`config.mk`:
```
export PLATFORM = sky130hd
export DESIGN_NAME = playback_flow_sequencer_flat
export DESIGN_NICKNAME = d
export VERILOG_FILES = /design/src/rtl/pfs_pkg.sv /design/src/rtl/pfs_ifs.sv /design/src/rtl/playback_flow_sequencer.sv /design/src/rtl/pfs_front.sv /design/src/rtl/pfs_queue.sv /design/src/rtl/pfs_back.sv /design/src/flat_wrapper.sv
export SDC_FILE = /design/constraint.sdc
export NUM_CORES = 1
export LEC_CHECK = 0
export BUFFER_PORTS_ARGS = -buffer_cell sky130_fd_sc_hd__buf_4
export CORE_AREA = 2 2 209 211
export DETAILED_ROUTE_END_ITERATION = 6
export DIE_AREA = 0 0 211 213
export PLACE_DENSITY = 0.77
export SETUP_SLACK_MARGIN = 0.2
export SYNTH_ARGS = -nofsm -noshare
export SYNTH_HDL_FRONTEND = slang
export SYNTH_SLANG_ARGS = --single-unit
```
`constraint.sdc`:
```
create_clock -name clk -period 10.4 [get_ports clk]
set_input_delay 1.04 -clock clk [delete_from_list [all_inputs] [get_ports clk]]
set_output_delay 1.04 -clock clk [all_outputs]
set_load 0.03 [all_outputs]
```
`src/rtl/pfs_pkg.sv`:
```
// shared types and constants for the playback flow sequencer
`timescale 1ns / 1ps

package pfs_pkg;

  localparam int QUEUE_DEPTH = 4;

  localparam int CMD_W     = 2;
  localparam int TIME_W    = 64;
  localparam int ERR_W     = 32;
  localparam int LEVEL_W   = 16;
  localparam int ACT_W     = 3;
  localparam int CFG_IDX_W = 1;

  localparam logic [LEVEL_W-1:0] UNDERFLOW_RESET = 16'd8;
  localparam logic [LEVEL_W-1:0] OVERFLOW_RESET  = 16'd56;

  typedef enum logic [CMD_W-1:0] {
    CMD_START    = 2'd0,
    CMD_COMPLETE = 2'd1,
    CMD_LEVEL    = 2'd2,
    CMD_CANCEL   = 2'd3
  } cmd_t;

  typedef enum logic [ACT_W-1:0] {
    ACT_SEEK     = 3'd0,
    ACT_PLAY     = 3'd1,
    ACT_PAUSE    = 3'd2,
    ACT_TEARDOWN = 3'd3,
    ACT_REPORT   = 3'd4,
    ACT_RELEASE  = 3'd5
  } action_t;

  typedef enum logic [CFG_IDX_W-1:0] {
    REG_UNDERFLOW = 1'b0,
    REG_OVERFLOW  = 1'b1
  } cfg_reg_t;

  typedef enum logic [5:0] {
    PH_IDLE       = 6'b000001,
    PH_SEEK_SENT  = 6'b000010,
    PH_PLAY_SENT  = 6'b000100,
    PH_PLAYING    = 6'b001000,
    PH_PAUSE_SENT = 6'b010000,
    PH_PAUSED     = 6'b100000
  } phase_t;

  typedef enum logic [3:0] {
    MD_NORMAL      = 4'b0001,
    MD_CANCELLED   = 4'b0010,
    MD_TERMINATING = 4'b0100,
    MD_TERMINATED  = 4'b1000
  } mode_t;

  // one queued job: a single action, or report followed by teardown
  typedef struct packed {
    action_t           act;
    logic              pair;
    logic [TIME_W-1:0] cmd_time;
    logic [ERR_W-1:0]  err;
  } job_t;

endpackage

```
`src/rtl/pfs_ifs.sv`:
```
// channel interfaces: input items, result items and register writes
`timescale 1ns / 1ps

interface pfs_item_if;
  import pfs_pkg::*;
  logic                 valid;
  logic                 ready;
  logic [CMD_W-1:0]     cmd;
  logic [TIME_W-1:0]    seek_time;
  logic [ERR_W-1:0]     error_code;
  logic [LEVEL_W-1:0]   queue_count;
  modport source (output valid, cmd, seek_time, error_code, queue_count, input ready);
  modport sink   (input valid, cmd, seek_time, error_code, queue_count, output ready);
endinterface

interface pfs_result_if;
  import pfs_pkg::*;
  logic                 valid;
  logic                 ready;
  logic [ACT_W-1:0]     action;
  logic [TIME_W-1:0]    command_time;
  logic [ERR_W-1:0]     reported_error;
  logic                 last;
  modport source (output valid, action, command_time, reported_error, last, input ready);
  modport sink   (input valid, action, command_time, reported_error, last, output ready);
endinterface

interface pfs_cfg_if;
  import pfs_pkg::*;
  logic                 valid;
  logic                 ready;
  logic [CFG_IDX_W-1:0] index;
  logic [LEVEL_W-1:0]   data;
  modport source (output valid, index, data, input ready);
  modport sink   (input valid, index, data, output ready);
endinterface

```
`src/rtl/playback_flow_sequencer.sv`:
```
// an item's job is written to the queue when the item is taken; its first result then moves to the output register
// throughput: one item per cycle in while the queue is not full; the back end sends one
//   result per cycle while the sink is ready, and an error completion sends two (report then teardown)
// the job queue (QUEUE_DEPTH entries) lets the front keep taking items while results stall, until it is full
// reset: phase idle, mode normal, thresholds 8 and 56, queue and output register empty
`timescale 1ns / 1ps

module playback_flow_sequencer
  import pfs_pkg::*;
#(
  parameter int DEPTH = QUEUE_DEPTH
) (
  input  logic          clk,
  input  logic          rst,
  pfs_item_if.sink      item,
  pfs_cfg_if.sink       cfg,
  pfs_result_if.source  result
);

  logic push;
  job_t push_job;
  logic pop;
  job_t head;
  logic empty;
  logic full;

  pfs_front u_front (
    .clk  (clk),
    .rst  (rst),
    .item (item),
    .cfg  (cfg),
    .full (full),
    .push (push),
    .job  (push_job)
  );

  pfs_queue #(
    .DEPTH (DEPTH)
  ) u_queue (
    .clk      (clk),
    .rst      (rst),
    .push     (push),
    .push_job (push_job),
    .pop      (pop),
    .head     (head),
    .empty    (empty),
    .full     (full)
  );

  pfs_back u_back (
    .clk    (clk),
    .rst    (rst),
    .head   (head),
    .empty  (empty),
    .pop    (pop),
    .result (result)
  );

endmodule

```
`src/rtl/pfs_front.sv`:
```
// front end: takes items, runs both state regions and queues the actions
`timescale 1ns / 1ps

module pfs_front
  import pfs_pkg::*;
(
  input  logic        clk,
  input  logic        rst,
  pfs_item_if.sink    item,
  pfs_cfg_if.sink     cfg,
  input  logic        full,
  output logic        push,
  output job_t        job
);

  logic [LEVEL_W-1:0] underflow_threshold;
  logic [LEVEL_W-1:0] overflow_threshold;
  phase_t             main_phase, main_phase_next;
  mode_t              run_mode, run_mode_next;
  logic               take;
  logic               emit;
  cmd_t               cmd;

  assign item.ready = !full;
  assign cfg.ready  = 1'b1;
  assign take       = item.valid && item.ready;
  assign cmd        = cmd_t'(item.cmd);
  assign push       = take && emit;

  always_ff @(posedge clk) begin
    if (rst) begin
      underflow_threshold <= UNDERFLOW_RESET;
      overflow_threshold  <= OVERFLOW_RESET;
    end else if (cfg.valid) begin
      unique case (cfg_reg_t'(cfg.index))
        REG_UNDERFLOW: underflow_threshold <= cfg.data;
        REG_OVERFLOW:  overflow_threshold  <= cfg.data;
        default: ;
      endcase
    end
  end

  always_comb begin
    main_phase_next = main_phase;
    run_mode_next   = run_mode;
    emit            = 1'b0;
    job.act         = ACT_TEARDOWN;
    job.pair        = 1'b0;
    job.cmd_time    = '0;
    job.err         = '0;
    if (run_mode != MD_TERMINATED) begin
      if (cmd == CMD_COMPLETE) begin
        if (run_mode == MD_CANCELLED) begin
          run_mode_next = MD_TERMINATING;
          emit          = 1'b1;
        end else if (run_mode == MD_TERMINATING) begin
          run_mode_next = MD_TERMINATED;
          emit          = 1'b1;
          job.act       = ACT_RELEASE;
        end else if (item.error_code != '0) begin
          // report then teardown, phase left where it was
          run_mode_next = MD_TERMINATING;
          emit          = 1'b1;
          job.act       = ACT_REPORT;
          job.pair      = 1'b1;
          job.err       = item.error_code;
        end else if (main_phase == PH_SEEK_SENT) begin
          main_phase_next = PH_PLAY_SENT;
          emit            = 1'b1;
          job.act         = ACT_PLAY;
        end else if (main_phase == PH_PLAY_SENT) begin
          main_phase_next = PH_PLAYING;
        end else if (main_phase == PH_PAUSE_SENT) begin
          main_phase_next = PH_PAUSED;
        end
      end else if (run_mode == MD_NORMAL) begin
        unique case (cmd)
          CMD_START: begin
            if (main_phase == PH_IDLE) begin
              main_phase_next = PH_SEEK_SENT;
              emit            = 1'b1;
              job.act         = ACT_SEEK;
              job.cmd_time    = item.seek_time;
            end
          end
          CMD_LEVEL: begin
            // overflow takes priority over underflow
            if (item.queue_count > overflow_threshold) begin
              if (main_phase == PH_PLAYING) begin
                main_phase_next = PH_PAUSE_SENT;
                emit            = 1'b1;
                job.act         = ACT_PAUSE;
              end
            end else if (item.queue_count < underflow_threshold) begin
              if (main_phase == PH_PAUSED) begin
                main_phase_next = PH_PLAY_SENT;
                emit            = 1'b1;
                job.act         = ACT_PLAY;
              end
            end
          end
          CMD_CANCEL: begin
            if (main_phase == PH_SEEK_SENT || main_phase == PH_PLAY_SENT ||
                main_phase == PH_PAUSE_SENT) begin
              run_mode_next = MD_CANCELLED;
            end else begin
              run_mode_next = MD_TERMINATING;
              emit          = 1'b1;
            end
          end
          default: ;
        endcase
      end
    end
  end

  always_ff @(posedge clk) begin
    if (rst) begin
      main_phase <= PH_IDLE;
      run_mode   <= MD_NORMAL;
    end else if (take) begin
      main_phase <= main_phase_next;
      run_mode   <= run_mode_next;
    end
  end

endmodule

```
`src/rtl/pfs_queue.sv`:
```
// small job queue between front and back ends
`timescale 1ns / 1ps

module pfs_queue
  import pfs_pkg::*;
#(
  parameter int DEPTH = QUEUE_DEPTH
) (
  input  logic clk,
  input  logic rst,
  input  logic push,
  input  job_t push_job,
  input  logic pop,
  output job_t head,
  output logic empty,
  output logic full
);

  localparam int PTR_W = (DEPTH > 1) ? $clog2(DEPTH) : 1;
  localparam int CNT_W = $clog2(DEPTH + 1);

  job_t             slots [DEPTH];
  logic [PTR_W-1:0] wr_ptr;
  logic [PTR_W-1:0] rd_ptr;
  logic [CNT_W-1:0] count;
  logic             do_pop;

  assign empty  = (count == '0);
  assign full   = (count == CNT_W'(DEPTH));
  assign do_pop = pop && !empty;
  assign head   = slots[rd_ptr];

  always_ff @(posedge clk) begin
    if (push) begin
      slots[wr_ptr] <= push_job;
    end
  end

  always_ff @(posedge clk) begin
    if (rst) begin
      wr_ptr <= '0;
      rd_ptr <= '0;
      count  <= '0;
    end else begin
      if (push) begin
        wr_ptr <= (wr_ptr == PTR_W'(DEPTH - 1)) ? '0 : wr_ptr + 1'b1;
      end
      if (do_pop) begin
        rd_ptr <= (rd_ptr == PTR_W'(DEPTH - 1)) ? '0 : rd_ptr + 1'b1;
      end
      if (push && !do_pop) begin
        count <= count + 1'b1;
      end else if (do_pop && !push) begin
        count <= count - 1'b1;
      end
    end
  end

endmodule

```
`src/rtl/pfs_back.sv`:
```
// back end: expands queued jobs into result transfers
`timescale 1ns / 1ps

module pfs_back
  import pfs_pkg::*;
(
  input  logic        clk,
  input  logic        rst,
  input  job_t        head,
  input  logic        empty,
  output logic        pop,
  pfs_result_if.source result
);

  logic out_valid;
  logic second;
  logic load;

  assign load         = !out_valid || result.ready;
  assign pop          = load && !empty && (!head.pair || second);
  assign result.valid = out_valid;

  always_ff @(posedge clk) begin
    if (rst) begin
      out_valid <= 1'b0;
      second    <= 1'b0;
    end else if (load) begin
      out_valid <= !empty;
      if (!empty && head.pair) begin
        second <= !second;
      end
    end
  end

  always_ff @(posedge clk) begin
    if (load && !empty) begin
      if (head.pair && !second) begin
        result.action         <= ACT_REPORT;
        result.command_time   <= '0;
        result.reported_error <= head.err;
        result.last           <= 1'b0;
      end else if (head.pair) begin
        result.action         <= ACT_TEARDOWN;
        result.command_time   <= '0;
        result.reported_error <= '0;
        result.last           <= 1'b1;
      end else begin
        result.action         <= head.act;
        result.command_time   <= head.cmd_time;
        result.reported_error <= head.err;
        result.last           <= 1'b1;
      end
    end
  end

endmodule

```
`src/flat_wrapper.sv`:
```
// flat-port wrapper written by rule: the top's interface ports become plain ports
module playback_flow_sequencer_flat import pfs_pkg::*;
#(
  parameter int DEPTH = QUEUE_DEPTH
)
  (clk, rst, item_valid, item_cmd, item_seek_time, item_error_code, item_queue_count, item_ready, cfg_valid, cfg_index, cfg_data, cfg_ready, result_valid, result_action, result_command_time, result_reported_error, result_last, result_ready);
  pfs_item_if item_i ();
  pfs_cfg_if cfg_i ();
  pfs_result_if result_i ();
  input  logic clk;
  input  logic rst;
  input wire logic [$bits(item_i.valid)-1:0] item_valid;
  input wire logic [$bits(item_i.cmd)-1:0] item_cmd;
  input wire logic [$bits(item_i.seek_time)-1:0] item_seek_time;
  input wire logic [$bits(item_i.error_code)-1:0] item_error_code;
  input wire logic [$bits(item_i.queue_count)-1:0] item_queue_count;
  output wire logic [$bits(item_i.ready)-1:0] item_ready;
  input wire logic [$bits(cfg_i.valid)-1:0] cfg_valid;
  input wire logic [$bits(cfg_i.index)-1:0] cfg_index;
  input wire logic [$bits(cfg_i.data)-1:0] cfg_data;
  output wire logic [$bits(cfg_i.ready)-1:0] cfg_ready;
  output wire logic [$bits(result_i.valid)-1:0] result_valid;
  output wire logic [$bits(result_i.action)-1:0] result_action;
  output wire logic [$bits(result_i.command_time)-1:0] result_command_time;
  output wire logic [$bits(result_i.reported_error)-1:0] result_reported_error;
  output wire logic [$bits(result_i.last)-1:0] result_last;
  input wire logic [$bits(result_i.ready)-1:0] result_ready;
  assign item_i.valid = item_valid;
  assign item_i.cmd = item_cmd;
  assign item_i.seek_time = item_seek_time;
  assign item_i.error_code = item_error_code;
  assign item_i.queue_count = item_queue_count;
  assign item_ready = item_i.ready;
  assign cfg_i.valid = cfg_valid;
  assign cfg_i.index = cfg_index;
  assign cfg_i.data = cfg_data;
  assign cfg_ready = cfg_i.ready;
  assign result_valid = result_i.valid;
  assign result_action = result_i.action;
  assign result_command_time = result_i.command_time;
  assign result_reported_error = result_i.reported_error;
  assign result_last = result_i.last;
  assign result_i.ready = result_ready;
  playback_flow_sequencer #(.DEPTH(DEPTH)) u_core (.clk(clk), .rst(rst), .item(item_i), .cfg(cfg_i), .result(result_i));
endmodule
```
* After elaboration in Yosys (flattened, before gate mapping) *
Memories as Yosys holds them, arrays and structs flattened. A register that Yosys moved wholly into a read port is not among the register bits.
Index checks and enable logic that the tools add are counted.
W data, S select, Z words.

cells by class
  $add $sub $neg = 4
  order comparisons = 2
  eq/ne operators = 25
  multiplexer cells = 71
  bitwise gates (word level) = 1
  reduce and logical (&&, ||, !) cells = 33

operator list
  operator              count
  $mux W64              4
  $mux W32              6
  $mux W100             1
  $mux W6               13
  $reduce_bool A32 Y1   1
  $mux W4               7
  $mux W3               9
  $mux W1               20
  $gt A16 B16 Y1        1
  $lt A16 B16 Y1        1
  $mux W2               8
  $ne A4 B4 Y1 const B  4
  $pmux W6 S2           1
  $reduce_and A12 Y1    1
  $logic_and A1 B1 Y1   9
  $eq A2 B2 Y1 const B  4
  $ne A4 B1 Y1 const B  2
  $logic_not A1 Y1      7
  $eq A6 B1 Y1 const B  1
  $eq A6 B2 Y1 const B  1
  $eq A6 B3 Y1 const B  1
  $eq A6 B4 Y1 const B  1
  $eq A6 B5 Y1 const B  1
  $eq A6 B6 Y1 const B  1
  other kinds (21)      31

storage, ports and cells
  bits in registers = 151
  memory bits (writable) = 400
  input port bits = 136
  output and inout port bits = 103
  word-level logic and storage cells = 150
  memories = 1

memory list
  memory                depth  bits a word  read ports  clocked after Yosys merged registers in  wr ports  RTL line         text
  u_core.u_queue.slots  4      100          1           1                                        1         pfs_queue.sv:22  job_t slots [DEPTH];

* Longest topological paths before layout *
Gate-level depths: netlist of run 1.

  word-level depth = 13
  gate-level depth with buffers = 14
  gate-level depth less buffers = 14

* Cells and area by module *
A second synthesis of run 1 with hierarchy kept.

unflattened totals
  cell total of the unflattened synthesis = 1,259
  area total of the unflattened synthesis = 22,161.3 um^2

by module, submodules not included
  module     instances  cells an instance  area each (um^2)  seq. area each (um^2)
  pfs_queue  1          566                14,976.9          12,191.7
  pfs_back   1          225                3,769.9           3,042.9
  pfs_front  1          468                3,414.5           840.8

* Worst setup path after synthesis of run 1 *
No wires, ideal clock.

  path type = in2reg
  from = input port result_ready
  to = register u_core.u_queue.count[2]
  library setup time = 0.070 ns
  arrival = 7.949 ns
  data required time = 10.330 ns
  slack = 2.382 ns
  stages on the path = 9
  path buffers = 0
  path through = inv_1 -> a21oi_1 -> nand2_1 -> ha_1 -> inv_1 -> fa_1 -> xor2_1 -> or3_1 -> a21oi_1

on the way
  word-level cells in the longest chain between the ends = 7
  elaborated cells on any way between the ends = 9
  classes of those cells = 1 x mux; 8 x reduce/logical

RTL lines
  what                                                  RTL line            text
  start, declared                                       flat_wrapper.sv:27  input wire logic [$bits(result_i.ready)-1:0] result_ready;
  $logic_or A1 B1 Y1 (*)                                pfs_back.sv:19      assign load = !out_valid || result.ready;
  $logic_and A1 B1 Y1 (*) (2 in a row)                  pfs_back.sv:20      assign pop = load && !empty && (!head.pair || second);
  $logic_and A1 B1 Y1 (*)                               pfs_queue.sv:30     assign do_pop = pop && !empty;
  $logic_not A1 Y1                                      pfs_queue.sv:51     if (push && !do_pop) begin
  $logic_and A1 B1 Y1                                   pfs_queue.sv:51
  $mux W3 / $reduce_bool A2 Y1 (equally long branches)  -
  end signal, assigned                                  pfs_queue.sv:52     count <= count + 1'b1;
  end signal, assigned                                  pfs_queue.sv:54     count <= count - 1'b1;
  end, declared                                         pfs_queue.sv:25     logic [CNT_W-1:0] count;

Mark *: on every way between the ends. The rest lies on a longest branch, timed or not.
A chain may end at the register's enable or synchronous reset.

* Final worst setup path of run 1 *
  from = input port item_queue_count[1]
  to = memory u_core.u_queue.slots[3][57] in the netlist's numbering, enable pin

on the way
  word-level cells in the longest chain between the ends = 10
  elaborated cells on any way between the ends = 11
  classes of those cells = 2 x order compare; 8 x mux; 1 x reduce/logical

RTL lines
  what                               RTL line            text
  start, declared                    flat_wrapper.sv:16  input wire logic [$bits(item_i.queue_count)-1:0] item_queue_count;
  $lt A16 B16 Y1                     pfs_front.sv:94     end else if (item.queue_count < underflow_threshold) begin
  $mux W1                            pfs_front.sv:94
  $mux W1 (*)                        pfs_front.sv:88     if (item.queue_count > overflow_threshold) begin
  $pmux W1 S3 (*)                    pfs_front.sv:77     unique case (cmd)
  $mux W1 (*)                        pfs_front.sv:76     end else if (run_mode == MD_NORMAL) begin
  $mux W1 (*)                        pfs_front.sv:52     if (cmd == CMD_COMPLETE) begin
  $mux W1 (*)                        pfs_front.sv:51     if (run_mode != MD_TERMINATED) begin
  $logic_and A1 B1 Y1 (*)            pfs_front.sv:28     assign push = take && emit;
  $mux W1 (*)                        pfs_queue.sv:34     if (push) begin
  $mux W1 (implied by the code) (*)  pfs_queue.sv:35     slots[wr_ptr] <= push_job;
  end, declared                      pfs_queue.sv:22

Marked as above.

==> results of run 1 <==
[path summary, 6_finish.rpt]
check	from	endpoint	slack, ns
worst max-delay path	item_queue_count[1]	u_core.u_queue.slots[3][57]	6.12
worst max register to register	u_core.u_front.overflow_threshold[1]	u_core.u_queue.slots[3][57]	6.30
worst min-delay path	u_core.u_front.underflow_threshold[6]	u_core.u_front.underflow_threshold[6]	0.45
worst min register to register	u_core.u_front.underflow_threshold[6]	u_core.u_front.underflow_threshold[6]	0.45
[cells in the final DEF (no fill, tap or decap), types with 12 or more instances in the layout]
master and count:
a21oi_1 47, and2_1 129, buf_4 249, clkbuf_1 12
clkbuf_16 55, dfxtp_1 51, edfxtp_1 500, ha_1 41
inv_1 42, mux4_2 100, nand2_1 80, nor2_1 18
nor2b_1 67, o21ai_0 12
[per-layer routing]
layer	global-route usage	part of all wire
met5	0	0.00029
met4	0.0554	0.020
met3	0.0506	0.070
met2	0.361	0.52
met1	0.251	0.39
[tightest hold or removal path, cell delays in order (launching register included)]
cell	delay, ns
dfxtp_1	0.31
nand2_1	0.05
a21oi_1	0.05
[layout make-up]
type,count,area [µm²],area share
Timing Repair Buffer,249,1870,0.0713
Sequential cell,553,16100,0.614
Clock buffer,70,1460,0.0558
Multi-Input combinational cell,612,5630,0.215
Inverter,42,158,0.00601
Tap cell,546,683,0.0261
Clock inverter,33,327,0.0125
Antenna cell,1,2.50,0.0000955
[power by group]
| part | switching (mW) | internal, mW |
|---|---|---|
| registers | 0.138 | 2.81 |
| logic | 0.921 | 0.579 |
| clock network | 0.847 | 1.08 |
| total | 1.91 | 4.47 |
[registers in the layout (all words and copies together), names as in the netlist, 3 cells and up, named ones only]
signal,count
u_core.u_back.result.action,3
u_core.u_back.result.command_time,64
u_core.u_back.result.reported_error,32
u_core.u_front.main_phase,6
u_core.u_front.overflow_threshold,16
u_core.u_front.run_mode,4
u_core.u_front.underflow_threshold,16
u_core.u_queue.count,3
u_core.u_queue.slots,400
[cells in the mapped netlist (9+ instances only)]
cell	instances	area, µm²
a21oi_1	48	240
nor2_1	19	71.3
nor2b_1	67	419
mux4_2	100	2250
o21ai_0	12	60.1
nor4_1	10	62.6
clkbuf_1	42	158
nand2b_1	9	56.3
nand4_1	9	56.3
nand2_1	80	300
dfxtp_1	53	1060
ha_1	41	513
and2_1	129	807
edfxtp_1	500	15000
buf_2	9	45.0
inv_1	42	158
[per-stage QoR]
stage / instances / power [mW] / utilization / hold slack (ns)
3_5_place_dp: 2002 / 4.52 / 0.572 / 0.446
2_1_floorplan: 1262 / 3.96 / - / 0.436
4_1_cts: 2105 / 6.45 / 0.614 / 0.455
3_3_place_gp: 2002 / 4.49 / 0.572 / 0.444
5_1_grt: 2105 / 6.63 / 0.614 / 0.473
6_report: 2106 / 6.38 / 0.614 / 0.455
[logic make-up after synthesis]
| group | Yosys count | share of synthesized area |
|---|---|---|
| compound gates | 95 | 0.0287 |
| other cells | 1 | 0.000170 |
| xor+xnor | 5 | 0.00199 |
| mux | 106 | 0.105 |
| flops | 553 | 0.729 |
| fa+ha+maj | 42 | 0.0242 |
| buf+inv | 97 | 0.0172 |
| simple gates | 363 | 0.0934 |
==> results.yml, run 1 <==
worst_setup_path:
  crit_family: "compound AO/OA/AOI/OAI gates"
  startpoint_type: "primary input"
  cp_slowest_cell: "and3_4"
  cp.depth: 9
  r2r.worst_path.cells: 9
  critPathMostFrequentCell: "buf_4"
  cp.arrival_ns: 4.51
  path_buf_inv: 2
  path_class: "primary input to flip-flop"
  crit_chain: "buf_4 > ha_1 > nor2b_1 > o211a_1 > o21ai_0 > a31oi_4 > o211ai_1 > and3_4 > buf_4"
  end_kind: "flip-flop"
  crit_path_max_incr_delay_ns: 0.84
  crit_required_ns: 10.63
  path_max_fanout: 52
timing:
  fin_worst_skew_ns: 0.0384
  hold_viol: 0
  fin_crit_ns: 4.28
  tns_ns: 0
  rsz0062_at_grt: "no"
  maxSlewHeadroom: 0.253
  worstMarginPinSlew_ns: 1.12
  period_share: 0.412
  postLayoutSetupSlackWorst_ns: 6.12
  max_freq_mhz: 233
  slew_violations: 0
  finalSetupViolCount: 0
synth:
  syn_area_um2: 22000
  syn_avg_cell_area_um2: 17.5
  synth-edff-count: 500
  yosysSeqAreaShare: 0.729
  ys.flop_type: "edfxtp_1"
  ys_ff_latch: 553
  synthCells: 1262
  yosysUniqueCellTypes: 65
  ys_async_sr_fraction: 0
  syn_nets: 1440
  ys.warnings.count: 0
placement:
  numPortBuffers: 237
  dpl.hpwl_mm: 28.0
  pre_cts_slack_ns: 5.50
  gp_congestion: 0.851
  placed_area_um2: 24400
floorplan:
  die_y_um: 213
  fp.dieW_um: 211
  row_count: 76
  dieArea_um2: 44900
  boundaryPins: 239
  core-area_um2: 42700
  start_util: 0.516
power:
  ir_worst_vdd_mv: 0.159
  power_density_nw_per_um2: 243
  p_leak_nw: 9.13
clocking:
  cts_tree: "yes"
  cts_resized: 0
  h-tree-depth: 2
  cts_buffers: 55
  post_cts_buffers: 0
  cts.clk_slew.worst_paths_ns: 0.06
  cts_buffer_depth: 3
  ctsHoldBuffers: 0
  cts.sinks: 553
  clock_latency_ns: 0.63
  cts_root_buf: "clkbuf_16"
global_routing:
  grt_max_degree: 73
  gr-total-overflow: 0
  antenna_found_initial: 3
  grt_pass1_wl_mm: 68.8
  grt_pass1_vias: 12100
  grtUsageTotal: 0.204
detailed_routing:
  dr.pass1.iters: 5
  drc: 0
  drt_iter0_drc: 814
  routed_via_density: 5.53
  ant_nets: 0
  vias: 11600
  routed_wl_mm: 45.4
  wl_per_cell_um: 21.6
min_path:
  hold_path_depth: 2
  hold_path.class: "flip-flop to flip-flop"
final_layout:
  final_cell_area_um2: 26200
  area_growth_pct: 18.9
  final_nets: 1691
  fill_cells: 3059
  drive_gt1_frac: 0.293
run:
  cap_viol_max_count: 0
run_status:
  status: "complete, no violations"
Power figures use the tool's default switching activity.
==> run 2, diff against run 1 <==
ABC_AREA = 1   (was not set)
CORE_AREA = 2 2 212 214   (was 2 2 209 211)
DIE_AREA = 0 0 214 216   (was 0 0 211 213)
PLACE_DENSITY = 0.79   (was 0.77)
clock period = 3.5 ns   (was 10.4 ns; I/O delays follow)
==> run 2 against run 1 <==
Against the previous run: design area up 3.5%; global-route usage up 1.3 points; largest power group unchanged; first-iteration DRC count is 74% higher; core utilization grew 0.48 points; critical path depth is 11 higher; via count increased by 29%; combinational power grew to 4.8 times the previous value.
==> results.yml, run 2 <==
detailed_routing:
  dr.pass1.iters: 7
  drc: 0
  ant_nets: 0
  drt_iter0_drc: 1417
  routed_wl_mm: 51.1
  vias: 15000
  wl_per_cell_um: 18.6
  routed_via_density: 5.47
clocking:
  cts_root_buf: "clkbuf_16"
  post_cts_buffers: 0
  h-tree-depth: 2
  cts.clk_slew.worst_paths_ns: 0.06
  cts_buffers: 54
  cts.sinks: 553
  clock_latency_ns: 0.61
  cts_tree: "yes"
  cts_buffer_depth: 3
run_status:
  status: "complete, no violations"
floorplan:
  core-area_um2: 43800
  die_y_um: 216
  dieArea_um2: 46200
  fp.dieW_um: 214
  start_util: 0.517
  boundaryPins: 239
  row_count: 77
worst_setup_path:
  startpoint: "u_core.u_front.overflow_threshold[10]"
  startpoint_type: "flip-flop"
  crit_required_ns: 4.02
  endpoint: "u_core.u_queue.count[2]"
  r2r_end: "u_core.u_queue.count[2]"
  path_max_fanout: 9
  cp.arrival_ns: 3.28
  regToRegSetupSlack_ns: 0.74
  r2r_start: "u_core.u_front.overflow_threshold[10]"
  path_class: "flip-flop to flip-flop"
  r2r.worst_path.cells: 20
  end_kind: "flip-flop"
synth:
  yosysTopAreaCell: "edfxtp_1"
  post-synth-top-count-cell: "edfxtp_1"
  synth_area_leaders: "edfxtp_1 (66%), o21ai_0 (5.3%), dfxtp_1 (4.7%)"
  ys_top_cells_by_count: "edfxtp_1 (500), nor2_1 (256), o21ai_0 (241)"
  ys.flop_type: "edfxtp_1"
  ys.warnings.count: 0
  synthCells: 1893
  ys_ff_latch: 553
  syn_avg_cell_area_um2: 12.0
  yosysUniqueCellTypes: 38
  syn_area_um2: 22700
  ys_async_sr_fraction: 0
  syn_nets: 2071
  yosysSeqAreaShare: 0.709
  synth_top_area_frac: 0.662
  synth-edff-count: 500
timing:
  fin_worst_skew_ns: 0.0240
  maxSlewHeadroom: 0.244
  worstMarginPinSlew_ns: 1.13
  finalSetupViolCount: 0
  slew_violations: 0
  rsz0062_at_grt: "no"
  period_share: 0.788
  max_freq_mhz: 363
  fin_crit_ns: 2.76
  hold_viol: 0
  timing.hold.ws_ns: 0.0462
global_routing:
  grt_pass1_vias: 15000
  antenna_found_initial: 2
  grtUsageTotal: 0.217
  gr-total-overflow: 0
  grt_pass1_wl_mm: 79.3
  grt_max_degree: 109
power:
  p_total_mw: 22.0
  power_density_nw_per_um2: 811
  p_leak_nw: 10.5
  ir_worst_vdd_mv: 0.584
final_layout:
  final_cell_area_um2: 27100
  largest-register: "u_core.u_queue.slots"
  antenna_cells: 0
  instances_no_fill: 2746
  drive_gt1_frac: 0.202
  area_growth_pct: 19.6
  layout_common_cells: "edfxtp_1 (500), nor2_1 (250), buf_4 (249)"
  top_regs: "u_core.u_queue.slots x400, u_core.u_back.result.command_time x64, u_core.u_back.result.reported_error x32"
  largest_reg_flops: 400
  final_common_cell: "edfxtp_1"
  final_nets: 2291
placement:
  gp_congestion: 0.836
  dp.cells: 2643
  dpl.hpwl_mm: 28.6
  placed_area_um2: 25300
  numPortBuffers: 237
run:
  cap_viol_max_count: 0
min_path:
  hold_path.class: "primary input to flip-flop"
-- run 2: worst min-delay path by stage --
stage | startpoint | endpoint | slack [ns] | cells after the start
global placement | u_core.u_front.underflow_threshold[8] | u_core.u_front.underflow_threshold[8] | 0.46 | 2
CTS | cfg_data[9] | u_core.u_front.underflow_threshold[9] | 0.01 | 3
finish | cfg_data[13] | u_core.u_front.overflow_threshold[13] | 0.05 | 3
detailed placement | u_core.u_front.overflow_threshold[8] | u_core.u_front.overflow_threshold[8] | 0.46 | 2
floorplan | rst | u_core.u_front.run_mode[2] | 0.42 | 1
global route | cfg_data[13] | u_core.u_front.underflow_threshold[13] | 0.05 | 3
-- run 2: cells by family (layout without fill, tap and decap cells) --
group | count (synthesis) | count (layout) | synth area share
DFF | 553 | 553 | 0.709
adders and majority gates | 42 | 42 | 0.0235
buffers and inverters | 315 | 576 | 0.0548
and+or+nand+nor | 577 | 577 | 0.115
AOI/OAI and AO/OA | 405 | 405 | 0.0970
other | 1 | 1 | 0.000165
-- run 2: metal layers --
layer	global-route usage	share of wire
met5	0	0.00059
met4	0.0667	0.022
met3	0.0447	0.076
met2	0.376	0.50
met1	0.275	0.40
-- run 2: critical path, stage by stage, from the launching register on --
cell and delay [ns]:
dfxtp_1 0.30, inv_1 0.07, ha_4 0.27, nand4_1 0.11, nor3_2 0.16, nand2_1 0.07
nand2_1 0.09, nand2_2 0.09, nand2_1 0.07, nand3_1 0.08, nand2_1 0.11, nand2_4 0.12
inv_1 0.09, ha_2 0.17, inv_2 0.05, fa_1 0.42, nor2_1 0.11, nor2_1 0.04
nand2_1 0.07, o21ai_1 0.06, a21oi_1 0.10
-- run 2: per-stage QoR --
stage | util | setup slack (ns) | setup TNS [ns]
after CTS | 0.618 | 0.674 | 0
after floorplan | - | -0.00613 | -0.00613
after global placement | 0.578 | 0.586 | 0
after detailed placement | 0.578 | 0.590 | 0
final | 0.619 | 0.742 | 0
after global routing | 0.619 | 0.441 | 0
-- run 2: what timing repair did --
action | CTS | global route
hold buffers | 5 | 0
resized for setup | 0 | 0
hold endpoints to repair | 7 | 0
-- run 2: power breakdown --
| group | internal, mW | switching [mW] | leakage [nW] |
|---|---|---|---|
| sequential | 8.76 | 0.447 | 5.16 |
| clock | 3.27 | 2.38 | 0.830 |
| combinational | 2.14 | 4.99 | 4.50 |
| total | 14.2 | 7.82 | 10.5 |
-- run 2: final cells by class --
type	count	area, µm²
Timing Repair Buffer	266	2170
Tap cell	592	741
Fill cell	3247	16700
Clock inverter	30	314
Inverter	213	805
Clock buffer	67	1400
Sequential cell	553	16100
Multi-Input combinational cell	1025	5610
